File: src/rtl/assert_macros.svh
// assertion helpers, clocked on clk_i and disabled while rst_ni is low
`ifndef ASSERT_MACROS_SVH
`define ASSERT_MACROS_SVH
`ifndef ASSERT_OFF
`define ASSERT_IMPL(lbl, pre, post) \
  lbl: assert property (@(posedge clk_i) disable iff (!rst_ni) (pre) |-> (post)) \
    else $error("assertion failed");
`define ASSERT_NEXT(lbl, pre, post) \
  lbl: assert property (@(posedge clk_i) disable iff (!rst_ni) (pre) |=> (post)) \
    else $error("assertion failed");
`else
`define ASSERT_IMPL(lbl, pre, post)
`define ASSERT_NEXT(lbl, pre, post)
`endif
`endif

File: src/rtl/ebcc_pkg.sv
package ebcc_pkg;

  // input op codes
  localparam logic [2:0] OP_TICK      = 3'd0;
  localparam logic [2:0] OP_REQUEST   = 3'd1;
  localparam logic [2:0] OP_READ_ALL  = 3'd2;
  localparam logic [2:0] OP_CHIP_BYTE = 3'd3;
  localparam logic [2:0] OP_BUF_WRITE = 3'd4;
  localparam logic [2:0] OP_BUF_READ  = 3'd5;
  localparam logic [2:0] OP_STATUS    = 3'd6;

  // chip operation in progress
  localparam logic [1:0] OPER_IDLE  = 2'd0;
  localparam logic [1:0] OPER_ERASE = 2'd1;
  localparam logic [1:0] OPER_WRITE = 2'd2;
  localparam logic [1:0] OPER_READ  = 2'd3;

  // chip commands
  localparam logic [1:0] CMD_DESELECT = 2'd0;
  localparam logic [1:0] CMD_ERASE    = 2'd1;
  localparam logic [1:0] CMD_WRITE    = 2'd2;
  localparam logic [1:0] CMD_READ     = 2'd3;

  localparam logic KIND_CHIP = 1'b0;
  localparam logic KIND_HOST = 1'b1;

  // batch layout on the chip
  localparam logic [5:0] FIRST_ADDR0 = 6'h02;
  localparam logic [5:0] FIRST_ADDR1 = 6'h1E;
  localparam logic [5:0] SUM_ADDR0   = 6'h1D;
  localparam logic [5:0] SUM_ADDR1   = 6'h3E;
  localparam logic [5:0] LAST_IDX0   = 6'd26;
  localparam logic [5:0] LAST_IDX1   = 6'd31;

  localparam int PC_W = 5;

  typedef struct packed {
    logic [2:0] op;
    logic [1:0] batch_bits;
    logic       zero_fill;
    logic [7:0] chip_byte;
    logic       buf_batch;
    logic [4:0] buf_index;
    logic [7:0] buf_data;
  } in_item_t;

  typedef struct packed {
    logic       kind;
    logic [1:0] chip_cmd;
    logic [5:0] chip_addr;
    logic [7:0] chip_data;
    logic [7:0] host_data;
    logic       busy_res;
    logic [1:0] bad_flags;
    logic       last;
  } out_item_t;

  typedef enum logic [4:0] {
    DP_NOP,
    DP_LATCH,
    DP_REQ,
    DP_HOST,
    DP_BUF_WR,
    DP_BUF_RD,
    DP_HOST_RD,
    DP_READALL,
    DP_START,
    DP_DESEL,
    DP_ERASE,
    DP_WRITE,
    DP_READ,
    DP_TAKE,
    DP_CLR_INIT,
    DP_CLR_BYTE,
    DP_MARK_BAD,
    DP_END_READ
  } dp_op_e;

  typedef enum logic [2:0] {
    J_NEXT,
    J_GOTO,
    J_IF,
    J_OPCODE,
    J_OPDISP
  } jump_e;

  typedef enum logic [2:0] {
    F_NONE,
    F_NO_BYTE,
    F_BELOW_SUM,
    F_SUM_MATCH,
    F_CLR_MORE
  } flag_e;

  typedef struct packed {
    dp_op_e          dp;
    jump_e           jmp;
    flag_e           flag;
    logic [PC_W-1:0] target;
  } ctrl_t;

  typedef struct packed {
    logic [2:0] op;
    logic [1:0] operation;
    logic       no_byte;
    logic       below_sum;
    logic       sum_match;
    logic       clr_more;
  } flags_t;

endpackage

File: src/rtl/ebcc_ram.sv
module ebcc_ram #(
  parameter int WIDTH = 8,
  parameter int DEPTH = 64
) (
  input  logic                     clk_i,
  input  logic                     we_i,
  input  logic [$clog2(DEPTH)-1:0] waddr_i,
  input  logic [WIDTH-1:0]         wdata_i,
  input  logic                     re_i,
  input  logic [$clog2(DEPTH)-1:0] raddr_i,
  output logic [WIDTH-1:0]         rdata_o
);

  logic [WIDTH-1:0] mem_q [DEPTH];
  logic [WIDTH-1:0] rdata_q;

  always_ff @(posedge clk_i) begin
    if (we_i) begin
      mem_q[waddr_i] <= wdata_i;
    end
    if (re_i) begin
      rdata_q <= mem_q[raddr_i];
    end
  end

  assign rdata_o = rdata_q;

endmodule

File: src/rtl/ebcc_seq.sv
module ebcc_seq
  import ebcc_pkg::*;
(
  input  logic   clk_i,
  input  logic   rst_ni,
  input  logic   fire_i,
  input  flags_t flags_i,
  output ctrl_t  ctrl_o
);

  localparam logic [PC_W-1:0] STEP_FETCH    = 5'd0;
  localparam logic [PC_W-1:0] STEP_DISP     = 5'd1;
  localparam logic [PC_W-1:0] STEP_REQ      = 5'd2;
  localparam logic [PC_W-1:0] STEP_HOST     = 5'd3;
  localparam logic [PC_W-1:0] STEP_BUF_WR   = 5'd4;
  localparam logic [PC_W-1:0] STEP_BUF_RD   = 5'd5;
  localparam logic [PC_W-1:0] STEP_HOST_RD  = 5'd6;
  localparam logic [PC_W-1:0] STEP_READALL  = 5'd7;
  localparam logic [PC_W-1:0] STEP_PASS     = 5'd8;
  localparam logic [PC_W-1:0] STEP_DESEL    = 5'd9;
  localparam logic [PC_W-1:0] STEP_ERASE    = 5'd10;
  localparam logic [PC_W-1:0] STEP_WRITE    = 5'd11;
  localparam logic [PC_W-1:0] STEP_READ     = 5'd12;
  localparam logic [PC_W-1:0] STEP_CB_CHECK = 5'd13;
  localparam logic [PC_W-1:0] STEP_CB_TAKE  = 5'd14;
  localparam logic [PC_W-1:0] STEP_CB_SUM   = 5'd15;
  localparam logic [PC_W-1:0] STEP_CB_INIT  = 5'd16;
  localparam logic [PC_W-1:0] STEP_CB_CLR   = 5'd17;
  localparam logic [PC_W-1:0] STEP_CB_BAD   = 5'd18;
  localparam logic [PC_W-1:0] STEP_CB_END   = 5'd19;

  function automatic ctrl_t cw(dp_op_e dp, jump_e jmp, flag_e flag, logic [PC_W-1:0] tgt);
    ctrl_t c;
    c.dp     = dp;
    c.jmp    = jmp;
    c.flag   = flag;
    c.target = tgt;
    return c;
  endfunction

  function automatic ctrl_t ucode(logic [PC_W-1:0] pc);
    ctrl_t c;
    unique case (pc)
      STEP_FETCH:    c = cw(DP_LATCH,    J_NEXT,   F_NONE,      STEP_FETCH);
      STEP_DISP:     c = cw(DP_NOP,      J_OPCODE, F_NONE,      STEP_FETCH);
      STEP_REQ:      c = cw(DP_REQ,      J_NEXT,   F_NONE,      STEP_FETCH);
      STEP_HOST:     c = cw(DP_HOST,     J_GOTO,   F_NONE,      STEP_FETCH);
      STEP_BUF_WR:   c = cw(DP_BUF_WR,   J_GOTO,   F_NONE,      STEP_FETCH);
      STEP_BUF_RD:   c = cw(DP_BUF_RD,   J_NEXT,   F_NONE,      STEP_FETCH);
      STEP_HOST_RD:  c = cw(DP_HOST_RD,  J_GOTO,   F_NONE,      STEP_FETCH);
      STEP_READALL:  c = cw(DP_READALL,  J_GOTO,   F_NONE,      STEP_PASS);
      STEP_PASS:     c = cw(DP_START,    J_NEXT,   F_NONE,      STEP_FETCH);
      STEP_DESEL:    c = cw(DP_DESEL,    J_OPDISP, F_NONE,      STEP_FETCH);
      STEP_ERASE:    c = cw(DP_ERASE,    J_GOTO,   F_NONE,      STEP_FETCH);
      STEP_WRITE:    c = cw(DP_WRITE,    J_GOTO,   F_NONE,      STEP_FETCH);
      STEP_READ:     c = cw(DP_READ,     J_GOTO,   F_NONE,      STEP_FETCH);
      STEP_CB_CHECK: c = cw(DP_NOP,      J_IF,     F_NO_BYTE,   STEP_FETCH);
      STEP_CB_TAKE:  c = cw(DP_TAKE,     J_IF,     F_BELOW_SUM, STEP_PASS);
      STEP_CB_SUM:   c = cw(DP_NOP,      J_IF,     F_SUM_MATCH, STEP_CB_END);
      STEP_CB_INIT:  c = cw(DP_CLR_INIT, J_NEXT,   F_NONE,      STEP_FETCH);
      STEP_CB_CLR:   c = cw(DP_CLR_BYTE, J_IF,     F_CLR_MORE,  STEP_CB_CLR);
      STEP_CB_BAD:   c = cw(DP_MARK_BAD, J_NEXT,   F_NONE,      STEP_FETCH);
      STEP_CB_END:   c = cw(DP_END_READ, J_GOTO,   F_NONE,      STEP_PASS);
      default:       c = cw(DP_NOP,      J_GOTO,   F_NONE,      STEP_FETCH);
    endcase
    return c;
  endfunction

  logic [PC_W-1:0] pc_q, pc_d;
  logic            cond;

  assign ctrl_o = ucode(pc_q);

  always_comb begin
    unique case (ctrl_o.flag)
      F_NONE:      cond = 1'b0;
      F_NO_BYTE:   cond = flags_i.no_byte;
      F_BELOW_SUM: cond = flags_i.below_sum;
      F_SUM_MATCH: cond = flags_i.sum_match;
      F_CLR_MORE:  cond = flags_i.clr_more;
      default:     cond = 1'b0;
    endcase
  end

  always_comb begin
    pc_d = pc_q;
    if (fire_i) begin
      unique case (ctrl_o.jmp)
        J_NEXT:  pc_d = pc_q + 1'b1;
        J_GOTO:  pc_d = ctrl_o.target;
        J_IF:    pc_d = cond ? ctrl_o.target : pc_q + 1'b1;
        J_OPCODE: begin
          unique case (flags_i.op)
            OP_TICK:      pc_d = STEP_PASS;
            OP_REQUEST:   pc_d = STEP_REQ;
            OP_READ_ALL:  pc_d = STEP_READALL;
            OP_CHIP_BYTE: pc_d = STEP_CB_CHECK;
            OP_BUF_WRITE: pc_d = STEP_BUF_WR;
            OP_BUF_READ:  pc_d = STEP_BUF_RD;
            OP_STATUS:    pc_d = STEP_HOST;
            default:      pc_d = STEP_FETCH;
          endcase
        end
        J_OPDISP: begin
          unique case (flags_i.operation)
            OPER_IDLE:  pc_d = STEP_FETCH;
            OPER_ERASE: pc_d = STEP_ERASE;
            OPER_WRITE: pc_d = STEP_WRITE;
            OPER_READ:  pc_d = STEP_READ;
            default:    pc_d = STEP_FETCH;
          endcase
        end
        default: pc_d = STEP_FETCH;
      endcase
    end
  end

  always_ff @(posedge clk_i or negedge rst_ni) begin
    if (!rst_ni) begin
      pc_q <= STEP_FETCH;
    end else begin
      pc_q <= pc_d;
    end
  end

endmodule

File: src/rtl/earom_batch_checksum_controller_core.sv
// channel  dir  handshake               payload
// in       in   in_valid_i / in_stall_o  in_item_i  (in_item_t)
// out      out  out_valid_o / out_stall_i out_item_o (out_item_t)
//
// one item at a time, one control step a cycle unless a step waits on a channel;
// a chip byte whose sum fails clears the batch (27 or 32) in the buffer, one byte a cycle
// reset clears all control state and the buffer valid bits at once, no clearing pass
// a step that issues a result waits while the output register is full and stalled
`include "assert_macros.svh"

module earom_batch_checksum_controller_core
  import ebcc_pkg::*;
#(
  parameter int BUFFER_DEPTH = 64
) (
  input  logic      clk_i,
  input  logic      rst_ni,
  input  logic      in_valid_i,
  output logic      in_stall_o,
  input  in_item_t  in_item_i,
  output logic      out_valid_o,
  input  logic      out_stall_i,
  output out_item_t out_item_o
);

  localparam int AW   = $clog2(BUFFER_DEPTH);
  localparam int HALF = BUFFER_DEPTH / 2;

  function automatic logic [AW-1:0] bpos(logic b, logic [5:0] idx);
    return (b ? AW'(HALF) : AW'(0)) + AW'(idx);
  endfunction

  ctrl_t  ctrl;
  flags_t flags;
  logic   fire, emit, out_free;

  in_item_t  item_q, item_d;
  logic [1:0] oper_q, oper_d, pend_q, pend_d, wmode_q, wmode_d, bad_q, bad_d;
  logic       zmode_q, zmode_d, cur_q, cur_d, await_q, await_d;
  logic [5:0] bidx_q, bidx_d, caddr_q, caddr_d;
  logic [7:0] sum_q, sum_d;
  logic [BUFFER_DEPTH-1:0] vld_q;
  logic       rvld_q;
  out_item_t  out_q, res;
  logic       out_valid_q;

  logic          we, re;
  logic [AW-1:0] waddr, raddr, pos;
  logic [7:0]    wdata, rdata, rd_byte, wr_byte;
  logic [5:0]    sum_addr, clr_last;
  logic          below_sum, busy;

  ebcc_seq u_seq (
    .clk_i   (clk_i),
    .rst_ni  (rst_ni),
    .fire_i  (fire),
    .flags_i (flags),
    .ctrl_o  (ctrl)
  );

  ebcc_ram #(
    .WIDTH (8),
    .DEPTH (BUFFER_DEPTH)
  ) u_buf (
    .clk_i   (clk_i),
    .we_i    (we),
    .waddr_i (waddr),
    .wdata_i (wdata),
    .re_i    (re),
    .raddr_i (raddr),
    .rdata_o (rdata)
  );

  assign sum_addr  = cur_q ? SUM_ADDR1 : SUM_ADDR0;
  assign clr_last  = cur_q ? LAST_IDX1 : LAST_IDX0;
  assign below_sum = caddr_q < sum_addr;
  assign pos       = bpos(cur_q, bidx_q);
  assign rd_byte   = rvld_q ? rdata : 8'h00;
  assign wr_byte   = !below_sum ? sum_q : (zmode_q ? 8'h00 : rd_byte);
  assign busy      = (oper_q != OPER_IDLE) || (pend_q != 2'b00) || await_q;

  assign flags.op        = item_q.op;
  assign flags.operation = oper_q;
  assign flags.no_byte   = !await_q || (oper_q != OPER_READ);
  assign flags.below_sum = below_sum;
  assign flags.sum_match = item_q.chip_byte == sum_q;
  assign flags.clr_more  = bidx_q != clr_last;

  always_comb begin
    case (ctrl.dp) inside
      DP_DESEL, DP_ERASE, DP_WRITE, DP_READ, DP_BUF_WR, DP_HOST, DP_HOST_RD: emit = 1'b1;
      default: emit = 1'b0;
    endcase
  end

  assign out_free   = !out_valid_q || !out_stall_i;
  assign fire       = emit ? out_free : ((ctrl.dp == DP_LATCH) ? in_valid_i : 1'b1);
  assign in_stall_o = ctrl.dp != DP_LATCH;

  always_comb begin
    item_d  = item_q;
    oper_d  = oper_q;
    pend_d  = pend_q;
    wmode_d = wmode_q;
    zmode_d = zmode_q;
    bad_d   = bad_q;
    cur_d   = cur_q;
    bidx_d  = bidx_q;
    caddr_d = caddr_q;
    sum_d   = sum_q;
    await_d = await_q;
    we      = 1'b0;
    waddr   = pos;
    wdata   = 8'h00;
    re      = 1'b0;
    raddr   = pos;
    res     = '0;
    if (fire) begin
      unique case (ctrl.dp)
        DP_NOP: ;
        DP_LATCH: item_d = in_item_i;
        DP_REQ: begin
          zmode_d = item_q.zero_fill;
          pend_d  = pend_q | item_q.batch_bits;
          wmode_d = wmode_q | item_q.batch_bits;
        end
        DP_HOST, DP_HOST_RD, DP_BUF_WR: begin
          res.kind      = KIND_HOST;
          res.busy_res  = busy;
          res.bad_flags = bad_q;
          res.last      = 1'b1;
          if (ctrl.dp == DP_HOST_RD) begin
            res.host_data = rd_byte;
          end
          if (ctrl.dp == DP_BUF_WR) begin
            we    = 1'b1;
            waddr = bpos(item_q.buf_batch, {1'b0, item_q.buf_index});
            wdata = item_q.buf_data;
          end
        end
        DP_BUF_RD: begin
          re    = 1'b1;
          raddr = bpos(item_q.buf_batch, {1'b0, item_q.buf_index});
        end
        DP_READALL: begin
          pend_d  = 2'b11;
          wmode_d = 2'b00;
        end
        DP_START: begin
          if ((oper_q == OPER_IDLE) && (pend_q != 2'b00)) begin
            cur_d              = pend_q[1];
            oper_d             = wmode_q[pend_q[1]] ? OPER_ERASE : OPER_READ;
            pend_d[pend_q[1]]  = 1'b0;
            bidx_d             = '0;
            sum_d              = '0;
            caddr_d            = pend_q[1] ? FIRST_ADDR1 : FIRST_ADDR0;
          end
        end
        DP_DESEL: begin
          res.kind     = KIND_CHIP;
          res.chip_cmd = CMD_DESELECT;
          res.last     = oper_q == OPER_IDLE;
          re           = 1'b1;
        end
        DP_ERASE: begin
          res.kind      = KIND_CHIP;
          res.chip_cmd  = CMD_ERASE;
          res.chip_addr = caddr_q;
          res.last      = 1'b1;
          oper_d        = OPER_WRITE;
        end
        DP_WRITE: begin
          res.kind      = KIND_CHIP;
          res.chip_cmd  = CMD_WRITE;
          res.chip_addr = caddr_q;
          res.chip_data = wr_byte;
          res.last      = 1'b1;
          if (below_sum) begin
            oper_d = OPER_ERASE;
            we     = zmode_q;
          end else begin
            oper_d = OPER_IDLE;
          end
          sum_d   = sum_q + wr_byte;
          bidx_d  = bidx_q + 6'd1;
          caddr_d = caddr_q + 6'd1;
        end
        DP_READ: begin
          res.kind      = KIND_CHIP;
          res.chip_cmd  = CMD_READ;
          res.chip_addr = caddr_q;
          res.last      = 1'b1;
          await_d       = 1'b1;
        end
        DP_TAKE: begin
          await_d = 1'b0;
          if (below_sum) begin
            we      = 1'b1;
            wdata   = item_q.chip_byte;
            sum_d   = sum_q + item_q.chip_byte;
            bidx_d  = bidx_q + 6'd1;
            caddr_d = caddr_q + 6'd1;
          end
        end
        DP_CLR_INIT: bidx_d = '0;
        DP_CLR_BYTE: begin
          we     = 1'b1;
          bidx_d = bidx_q + 6'd1;
        end
        DP_MARK_BAD: bad_d[cur_q] = 1'b1;
        DP_END_READ: begin
          oper_d  = OPER_IDLE;
          bidx_d  = bidx_q + 6'd1;
          caddr_d = caddr_q + 6'd1;
        end
        default: ;
      endcase
    end
  end

  always_ff @(posedge clk_i or negedge rst_ni) begin
    if (!rst_ni) begin
      oper_q      <= OPER_IDLE;
      pend_q      <= '0;
      wmode_q     <= '0;
      zmode_q     <= 1'b0;
      bad_q       <= '0;
      cur_q       <= 1'b0;
      bidx_q      <= '0;
      caddr_q     <= '0;
      sum_q       <= '0;
      await_q     <= 1'b0;
      vld_q       <= '0;
      rvld_q      <= 1'b0;
      out_valid_q <= 1'b0;
    end else begin
      oper_q  <= oper_d;
      pend_q  <= pend_d;
      wmode_q <= wmode_d;
      zmode_q <= zmode_d;
      bad_q   <= bad_d;
      cur_q   <= cur_d;
      bidx_q  <= bidx_d;
      caddr_q <= caddr_d;
      sum_q   <= sum_d;
      await_q <= await_d;
      if (we) begin
        vld_q[waddr] <= 1'b1;
      end
      if (re) begin
        rvld_q <= vld_q[raddr];
      end
      if (emit && fire) begin
        out_valid_q <= 1'b1;
      end else if (!out_stall_i) begin
        out_valid_q <= 1'b0;
      end
    end
  end

  always_ff @(posedge clk_i) begin
    item_q <= item_d;
    if (emit && fire) begin
      out_q <= res;
    end
  end

  assign out_valid_o = out_valid_q;
  assign out_item_o  = out_q;

  `ASSERT_IMPL(a_await_in_read, await_q, oper_q == OPER_READ)
  `ASSERT_IMPL(a_addr_in_batch, oper_q != OPER_IDLE, caddr_q <= sum_addr)
  `ASSERT_IMPL(a_clear_in_batch, ctrl.dp == DP_CLR_BYTE, bidx_q <= clr_last)
  `ASSERT_NEXT(a_emit_shows, emit && fire, out_valid_o)

endmodule
File: config.mk
export PLATFORM = sky130hd
export DESIGN_NAME = earom_batch_checksum_controller_core
export DESIGN_NICKNAME = d
export VERILOG_FILES = /design/src/rtl/ebcc_pkg.sv /design/src/rtl/ebcc_ram.sv /design/src/rtl/ebcc_seq.sv /design/src/rtl/earom_batch_checksum_controller_core.sv
export VERILOG_INCLUDE_DIRS = /design/src /design/src/rtl
export SDC_FILE = /design/constraint.sdc
export NUM_CORES = 1
export LEC_CHECK = 0
export CORE_MARGIN = 3
export CORE_UTILIZATION = 25
export CTS_CLUSTER_SIZE = 20
export DETAILED_ROUTE_END_ITERATION = 10
export DONT_BUFFER_PORTS = 1
export SETUP_SLACK_MARGIN = 0.15
export SYNTH_ARGS = -nofsm -noshare
export SYNTH_HDL_FRONTEND = slang
export SYNTH_HIERARCHICAL = 1
export SYNTH_SLANG_ARGS = --single-unit
File: constraint.sdc
create_clock -name clk_i -period 6.1 [get_ports clk_i]
set_clock_uncertainty 0.1 [all_clocks]
set_input_delay 1.22 -clock clk_i [delete_from_list [all_inputs] [get_ports clk_i]]
set_output_delay 1.22 -clock clk_i [all_outputs]
set_load 0.02 [all_outputs]
==> results.md, run 1 <==
* Initial antenna violation count at 0
* Fin. max-slew vios at 0
* FMAX at ~180 MHz
* Reg2reg start: u_seq/pc_q[0]
* CTS HTree Levels at 3
* GRT Total Usage at a little under an eighth
* Slew Limit Headroom at 26.5%
* I/O Buffers at 0
* Min-delay worst type: primary input to asynchronous set/reset pin
* Cell Area, Synth at 0.0288 mm^2
* R2R cell count at 17
* Top-level I/O count at 63
* Unrepaired setup endpoints after global routing: no
* Worst path top cell family by delay: simple AND/OR/NAND/NOR gates
* FF-to-FF End: u_buf/mem_q[19][1]
* Worst Setup SP: u_seq/pc_q[0]
* Nets@finish at 1841
* GR Util met3 at 2.47%
* Average wire per standard cell at 20.8 um
* P&R area growth vs syn at 14.4%
* CP Depth at 17
* Area occupied by multi-input gates at approximately 0.0083 mm^2
* Flop pwr share at 38.3%
* Placed wire-length estimate at 45100 um
* Power, Total at roughly 16000 uW
* DR vias at 16.1k
* Core box area at 0.113 mm^2
* Remaining Overflow, GRT at 0
* Vias in the first global route at 16.5k
* Hold_buf cts at 0
* Clock transition at path regs at about 60 ps
* Leakage at ~0.011 uW
* VDD IR max at 0.269 mV
* Layout cells sized above 1 at 18.5%
* CP cell instances: inv_1 > ha_1 > o31ai_1 > a21oi_1 > o21ai_0 > buf_4 > nor3b_4 > nand2_1 > o32ai_1 > inv_1 > nand2_1 > buf_4 > nand2_1 > nand2_1 > nor2b_1 > nand3_1 > nor2_1
* Initial core utilization at 25.4%
* Syn Area/Cell at 16.4 um^2
* Postcts setup bufs at 0
* Worst setup SP type: flop
* Met1 GRT Util at approximately 15%
* Post-DR vias/cell at roughly 4.8
* Num Clock Sinks at 679
* Cell Rows at 123
* DP Area at ~0.031 mm^2
* Clk buf depth at 3
* Root Buffer: clkbuf_16
* Power Internal at between 10000 and 15000 uW
* CP peak stage delay at 810 ps
* Crit path kind: flop to flop
* Final Hold Fails at 0
* Drt pass-1 iters at 5
* Mapped Cells at 1751
* Power share of the clock group at between 20 and 30%
* Largest net degree at the start of global routing at between 100 and 150
* Final ANT Viol Nets at 0
* 1st-iter DRT viols at approximately 1.6k
* Switch Pwr at ~6000 uW
* Fillers at 11.2k
* Combinational share of power at 36.4%
* Final Setup Violations at 0
* Critical Path End Type: flop
* Worst Path Buf+Inv at 4
* Resized cells post-CTS at 0
* Ant. Diodes at 0
* CP Max Fanout at 15
* Die W at about 350 um
* Worst path slowest cell: nor2_1
* CP endpoint: u_buf/mem_q[19][1]
* Reg area at 0.0199 mm^2
* Routed WL at about 70000 um
* P per Cell Area at about 500 mW/mm^2
* WP data arrival at about 5700 ps
* Pre-CTS WS at 551 ps
* Setup TNS at 0 ps
* CP Data Required Time at around 6200 ps
* DRC violations left at 0
* Fin crit period at 5600 ps
* CTS tree: done
* Most crowded layer after global routing: met2
* Final instance area at 0.0329 mm^2
* YS warnings at 6
* Sw Share at 36.2%
* Total of max-cap violations at 0
* Hold Slack at roughly 230 ps
* Status: finished clean
* Cts bufs inserted at 67
* First-pass GRT wire length at 106000 um
* GPL Wtd Cong at 0.862
* DIE AREA at 0.119 mm^2
* Grt met2 use at between 10% and 20%
* Worst-Margin Slew at ~1100 ps
* Worst setup margin at 497 ps
* Worst-Skew Late Latency at 600 ps
* Die Ht at approximately 350 um
* Post-Synthesis Net Count at approximately 1.8k
* Most used cell, CP: nand2_1
* Reg2reg setup slack at just under 500 ps
* Final period util at 91.8%
==> metal layers <==
| layer | share of wire, % | wire [um] | up-vias |
|---|---|---|---|
| li1 | - | - | 6961 |
| met1 | 42 | 29400 | 8422 |
| met2 | 48 | 33700 | 652 |
| met3 | 7.3 | 5040 | 113 |
| met4 | 1.9 | 1340 | 0 |
| met5 | 0 | 0 | - |
==> area by class of cell <==
type	instances	share of cell area [%]
inverters	40	0.479
repair buffers	53	1.29
multi-input cells	946	25.3
clock buffers	81	5.41
clock inverters	40	1.32
flip-flops and latches	679	60.5
well taps	1500	5.71
==> worst min path at each step <==
stage | startpoint | endpoint | cells past startpoint
2_1_floorplan | vld_q[0] | vld_q[0] | 1
3_3_place_gp | vld_q[62] | vld_q[62] | 1
3_5_place_dp | vld_q[42] | vld_q[42] | 1
4_1_cts | rst_ni | vld_q[26] | 0
5_1_grt | rst_ni | vld_q[40] | 0
6_report | rst_ni | vld_q[11] | 0
==> sequential cells by signal (all words and copies together) (netlist names), 2 cells and up <==
signal and count:
u_seq/pc_q 5, flags 3, item_q 25, bidx_q 6, caddr_q 6, out_item_o 29
sum_q 8, bad_q 2, u_buf/mem_q 512, wmode_q 2, oper_q 2, vld_q 64
u_buf/rdata_o 8, pend_q 2
==> cells in the final DEF (no fill, tap or decap), types with 17 or more instances in the layout <==
cell type and instances:
nor2b_1 21, clkbuf_16 68, ha_1 21, nand2_1 81, buf_4 51, nor3_1 19, mux4_2 140, nand3_1 33
mux2i_1 32, dfrtp_1 102, mux2_2 20, o21ai_0 34, a21oi_1 42, nor2_1 169, inv_1 36, a21o_1 69
and2_1 19, edfxtp_1 577, nand2b_1 21, a22oi_1 17
==> power by group through the flow <==
stage	sequential [uW]	combinational, uW	clock [uW]
CTS	6280	5950	4250
detailed placement	6360	5930	0
floorplan	6140	4250	0
global placement	6350	5810	0
global route	6330	6390	4460
finish	6280	5970	4160
==> metrics by stage <==
stage / util (%) / cells
2_1_floorplan: - / 1751
3_3_place_gp: 27.1 / 3218
3_5_place_dp: 27.1 / 3218
4_1_cts: 29.0 / 3339
5_1_grt: 29.0 / 3339
6_report: 29.0 / 3339
(Power assumes the default switching activity.)
==> run 2: changes to the inputs <==
SYNTH_HIERARCHICAL = unset   (was 1)
==> run 2 against run 1 <==
Final area is 0.45% higher. Synthesized cell count is 19% higher. Critical endpoint is now u_buf.mem_q[48][2]. Sequential share of layout area is 0.27 points lower. Clock power is 9.1% higher. Combinational power is 59% lower. First-iteration DRC count is 28% higher.
==> results.md, run 2 <==
* Status: finished clean
* Switch Pwr at between 3000 and 4000 uW
* Post-DR vias/cell at 4.84
* Synth cell types at 80
* Leakage at 0.0112 uW
* Initial core utilization at 25.3%
* Fin crit period at 5240 ps
* Max reg flops at 512
* Commonest non-fill, non-tap cell in the layout: edfxtp_1
* Power share of the clock group at 35.2%
* Worst Path Buf+Inv at 3
* Slew Limit Headroom at 27.8%
* Power, Total at 12900 uW
* Mapped Cells at 2091
* Combinational share of power at 19.2%
* CTS tree: done
* Setup TNS at 0 ps
* GPL Wtd Cong at 0.891
* Placed Cells at 3524
* Worst path top cell family by delay: simple AND/OR/NAND/NOR gates
* WP data arrival at 5570 ps
* Average wire per standard cell at 20.8 um
* DR vias at about 18k
* Min-delay worst type: primary input to asynchronous set/reset pin
* Reg2reg setup slack at 860 ps
* Final Hold Fails at 0
* DRC violations left at 0
* Die Ht at 345 um
* Initial antenna violation count at 5
* Final period util at 85.8%
* I/O Buffers at 0
* FMAX at 191 MHz
* GRT Total Usage at approximately 13%
* YS warnings at 0
* Resized cells post-CTS at 0
* Flop pwr share at 45.5%
* Worst setup SP type: flop
* Worst-Margin Slew at 1080 ps
* Synth top area share at around three fifths
* Worst Setup SP: u_seq.pc_q[1]
* CP cell instances: inv_1 > ha_1 > nor3_1 > a211oi_2 > o22a_1 > or2_1 > o21ai_2 > nor4_2 > nor2_1 > buf_4 > nor2_4 > buf_4
* FF-to-FF End: u_buf.mem_q[48][2]
* VDD IR max at 0.218 mV
* Routed WL at about 76000 um
* Cts bufs inserted at 72
* Most used cell, CP: buf_4
* Syn Area/Cell at around 14 um^2
* Drt pass-1 iters at 6
* Register name with the most flops: u_buf.mem_q
* Post-synthesis sequential area ratio at slightly below 70%
* Num Clock Sinks at 679
* Reg2reg start: u_seq.pc_q[1]
* Worst setup margin at 865 ps
* Predominant post-synthesis flop cell: edfxtp_1
* Die W at 345 um
* Worst-Skew Late Latency at 630 ps
* P per Cell Area at about 400 mW/mm^2
* Final Setup Violations at 0
* CP Depth at 12
* Layout cells sized above 1 at 12.9%
* 1st-iter DRT viols at 2001
* Pre-CTS WS at 979 ps
* Cell Rows at 123
* Finished Layout Cells at 3657
* Ys async rst share at 15.0%
* CP peak stage delay at approximately 770 ps
* R2R cell count at 12
* Vias in the first global route at 17.4k
* Top cells by count, synth: edfxtp_1, nand2_1, nand3_1
* Nets@finish at approximately 2.2k
* Yosys reg bits at 679
* CP endpoint: u_buf.mem_q[48][2]
* Top-level I/O count at 63
* Clock transition at path regs at 60 ps
* Clk buf depth at 3
* Largest net degree at the start of global routing at between 100 and 150
* Fin. max-slew vios at 0
* Sw Share at 30.6%
* Number of synthesized flops with an enable pin at 577
* Postcts setup bufs at 0
* Final instance area at 0.0330 mm^2
* Core box area at 0.113 mm^2
* Crit path kind: flop to flop
* First-pass GRT wire length at 114000 um
* Root Buffer: clkbuf_16
* CP Data Required Time at about 6400 ps
* Most frequent cells in the layout: edfxtp_1, nand2_1, nand3_1
* Top-count cell post-synth: edfxtp_1
* Power Internal at approximately 8900 uW
* Cell Area, Synth at 0.0286 mm^2
* CP Max Fanout at 31
* Critical Path End Type: flop
* Total of max-cap violations at 0
* Final ANT Viol Nets at 0
* P&R area growth vs syn at 15.3%
* Unrepaired setup endpoints after global routing: no
* Leading area contributor after synthesis: edfxtp_1
* Largest cells by area after synthesis: edfxtp_1, dfrtp_1, mux4_2
* DP Area at 0.0305 mm^2
* Hold_buf cts at 0
* CTS HTree Levels at 3
* Worst path slowest cell: nor2_4
* Post-Synthesis Net Count at 2148
* DIE AREA at 0.119 mm^2
* Remaining Overflow, GRT at 0
* Placed wire-length estimate at 49000 um
## run 2: cell families after synthesis
| kind of cell | after synthesis | share of synthesized area (%) |
|---|---|---|
| XOR/XNOR | 20 | 0.611 |
| AO/OA/AOI/OAI | 305 | 7.39 |
| AND/OR/NAND/NOR | 820 | 12.9 |
| adder cells (fa/ha/maj) | 25 | 1.12 |
| multiplexers | 97 | 6.32 |
| flip-flops | 679 | 69.4 |
| buffers and inverters | 145 | 2.23 |
## run 2: how the worst min path moves through the flow
stage	start	to	slack (ps)	depth (start not counted)
floorplan	bad_q[0]	bad_q[0]	320	2
global placement	vld_q[43]	vld_q[43]	350	1
detailed placement	vld_q[42]	vld_q[42]	350	1
CTS	rst_ni	bidx_q[1]	180	0
global route	rst_ni	out_valid_o	180	0
finish	rst_ni	out_valid_o	220	0
## run 2: power groups by stage
stage	clock network, uW	registers (uW)	logic, uW
after floorplan	0	5770	1760
after global placement	0	5950	2460
after detailed placement	0	5960	2450
after CTS	4620	5860	2460
after global routing	4810	5900	2700
final	4540	5860	2470
## run 2: layout make-up
cell class	count	area, um^2
multi-input cells	1267	8240
clock buffers	102	2090
flip-flops and latches	679	19900
fillers	11300	80100
diodes	1	2.50
inverters	22	82.6
repair buffers	56	470
well taps	1500	1880
clock inverters	30	390
## run 2: through the flow
stage	hold WS [ps]	utilization, %
after floorplan	323	-
after global placement	351	27.0
after detailed placement	354	27.0
after CTS	181	29.2
after global routing	184	29.2
final	221	29.2
## run 2: metal layers
layer / routed length (um) / share of wire, % / GRT usage [%] / vias to the layer above
li1: - / - / - / 7881
met1: 32300 / 42 / 17.4 / 8934
met2: 36000 / 47 / 20.2 / 725
met3: 5210 / 6.8 / 2.07 / 163
met4: 2620 / 3.4 / 4.57 / 2
met5: 13 / 0.017 / 0 / -
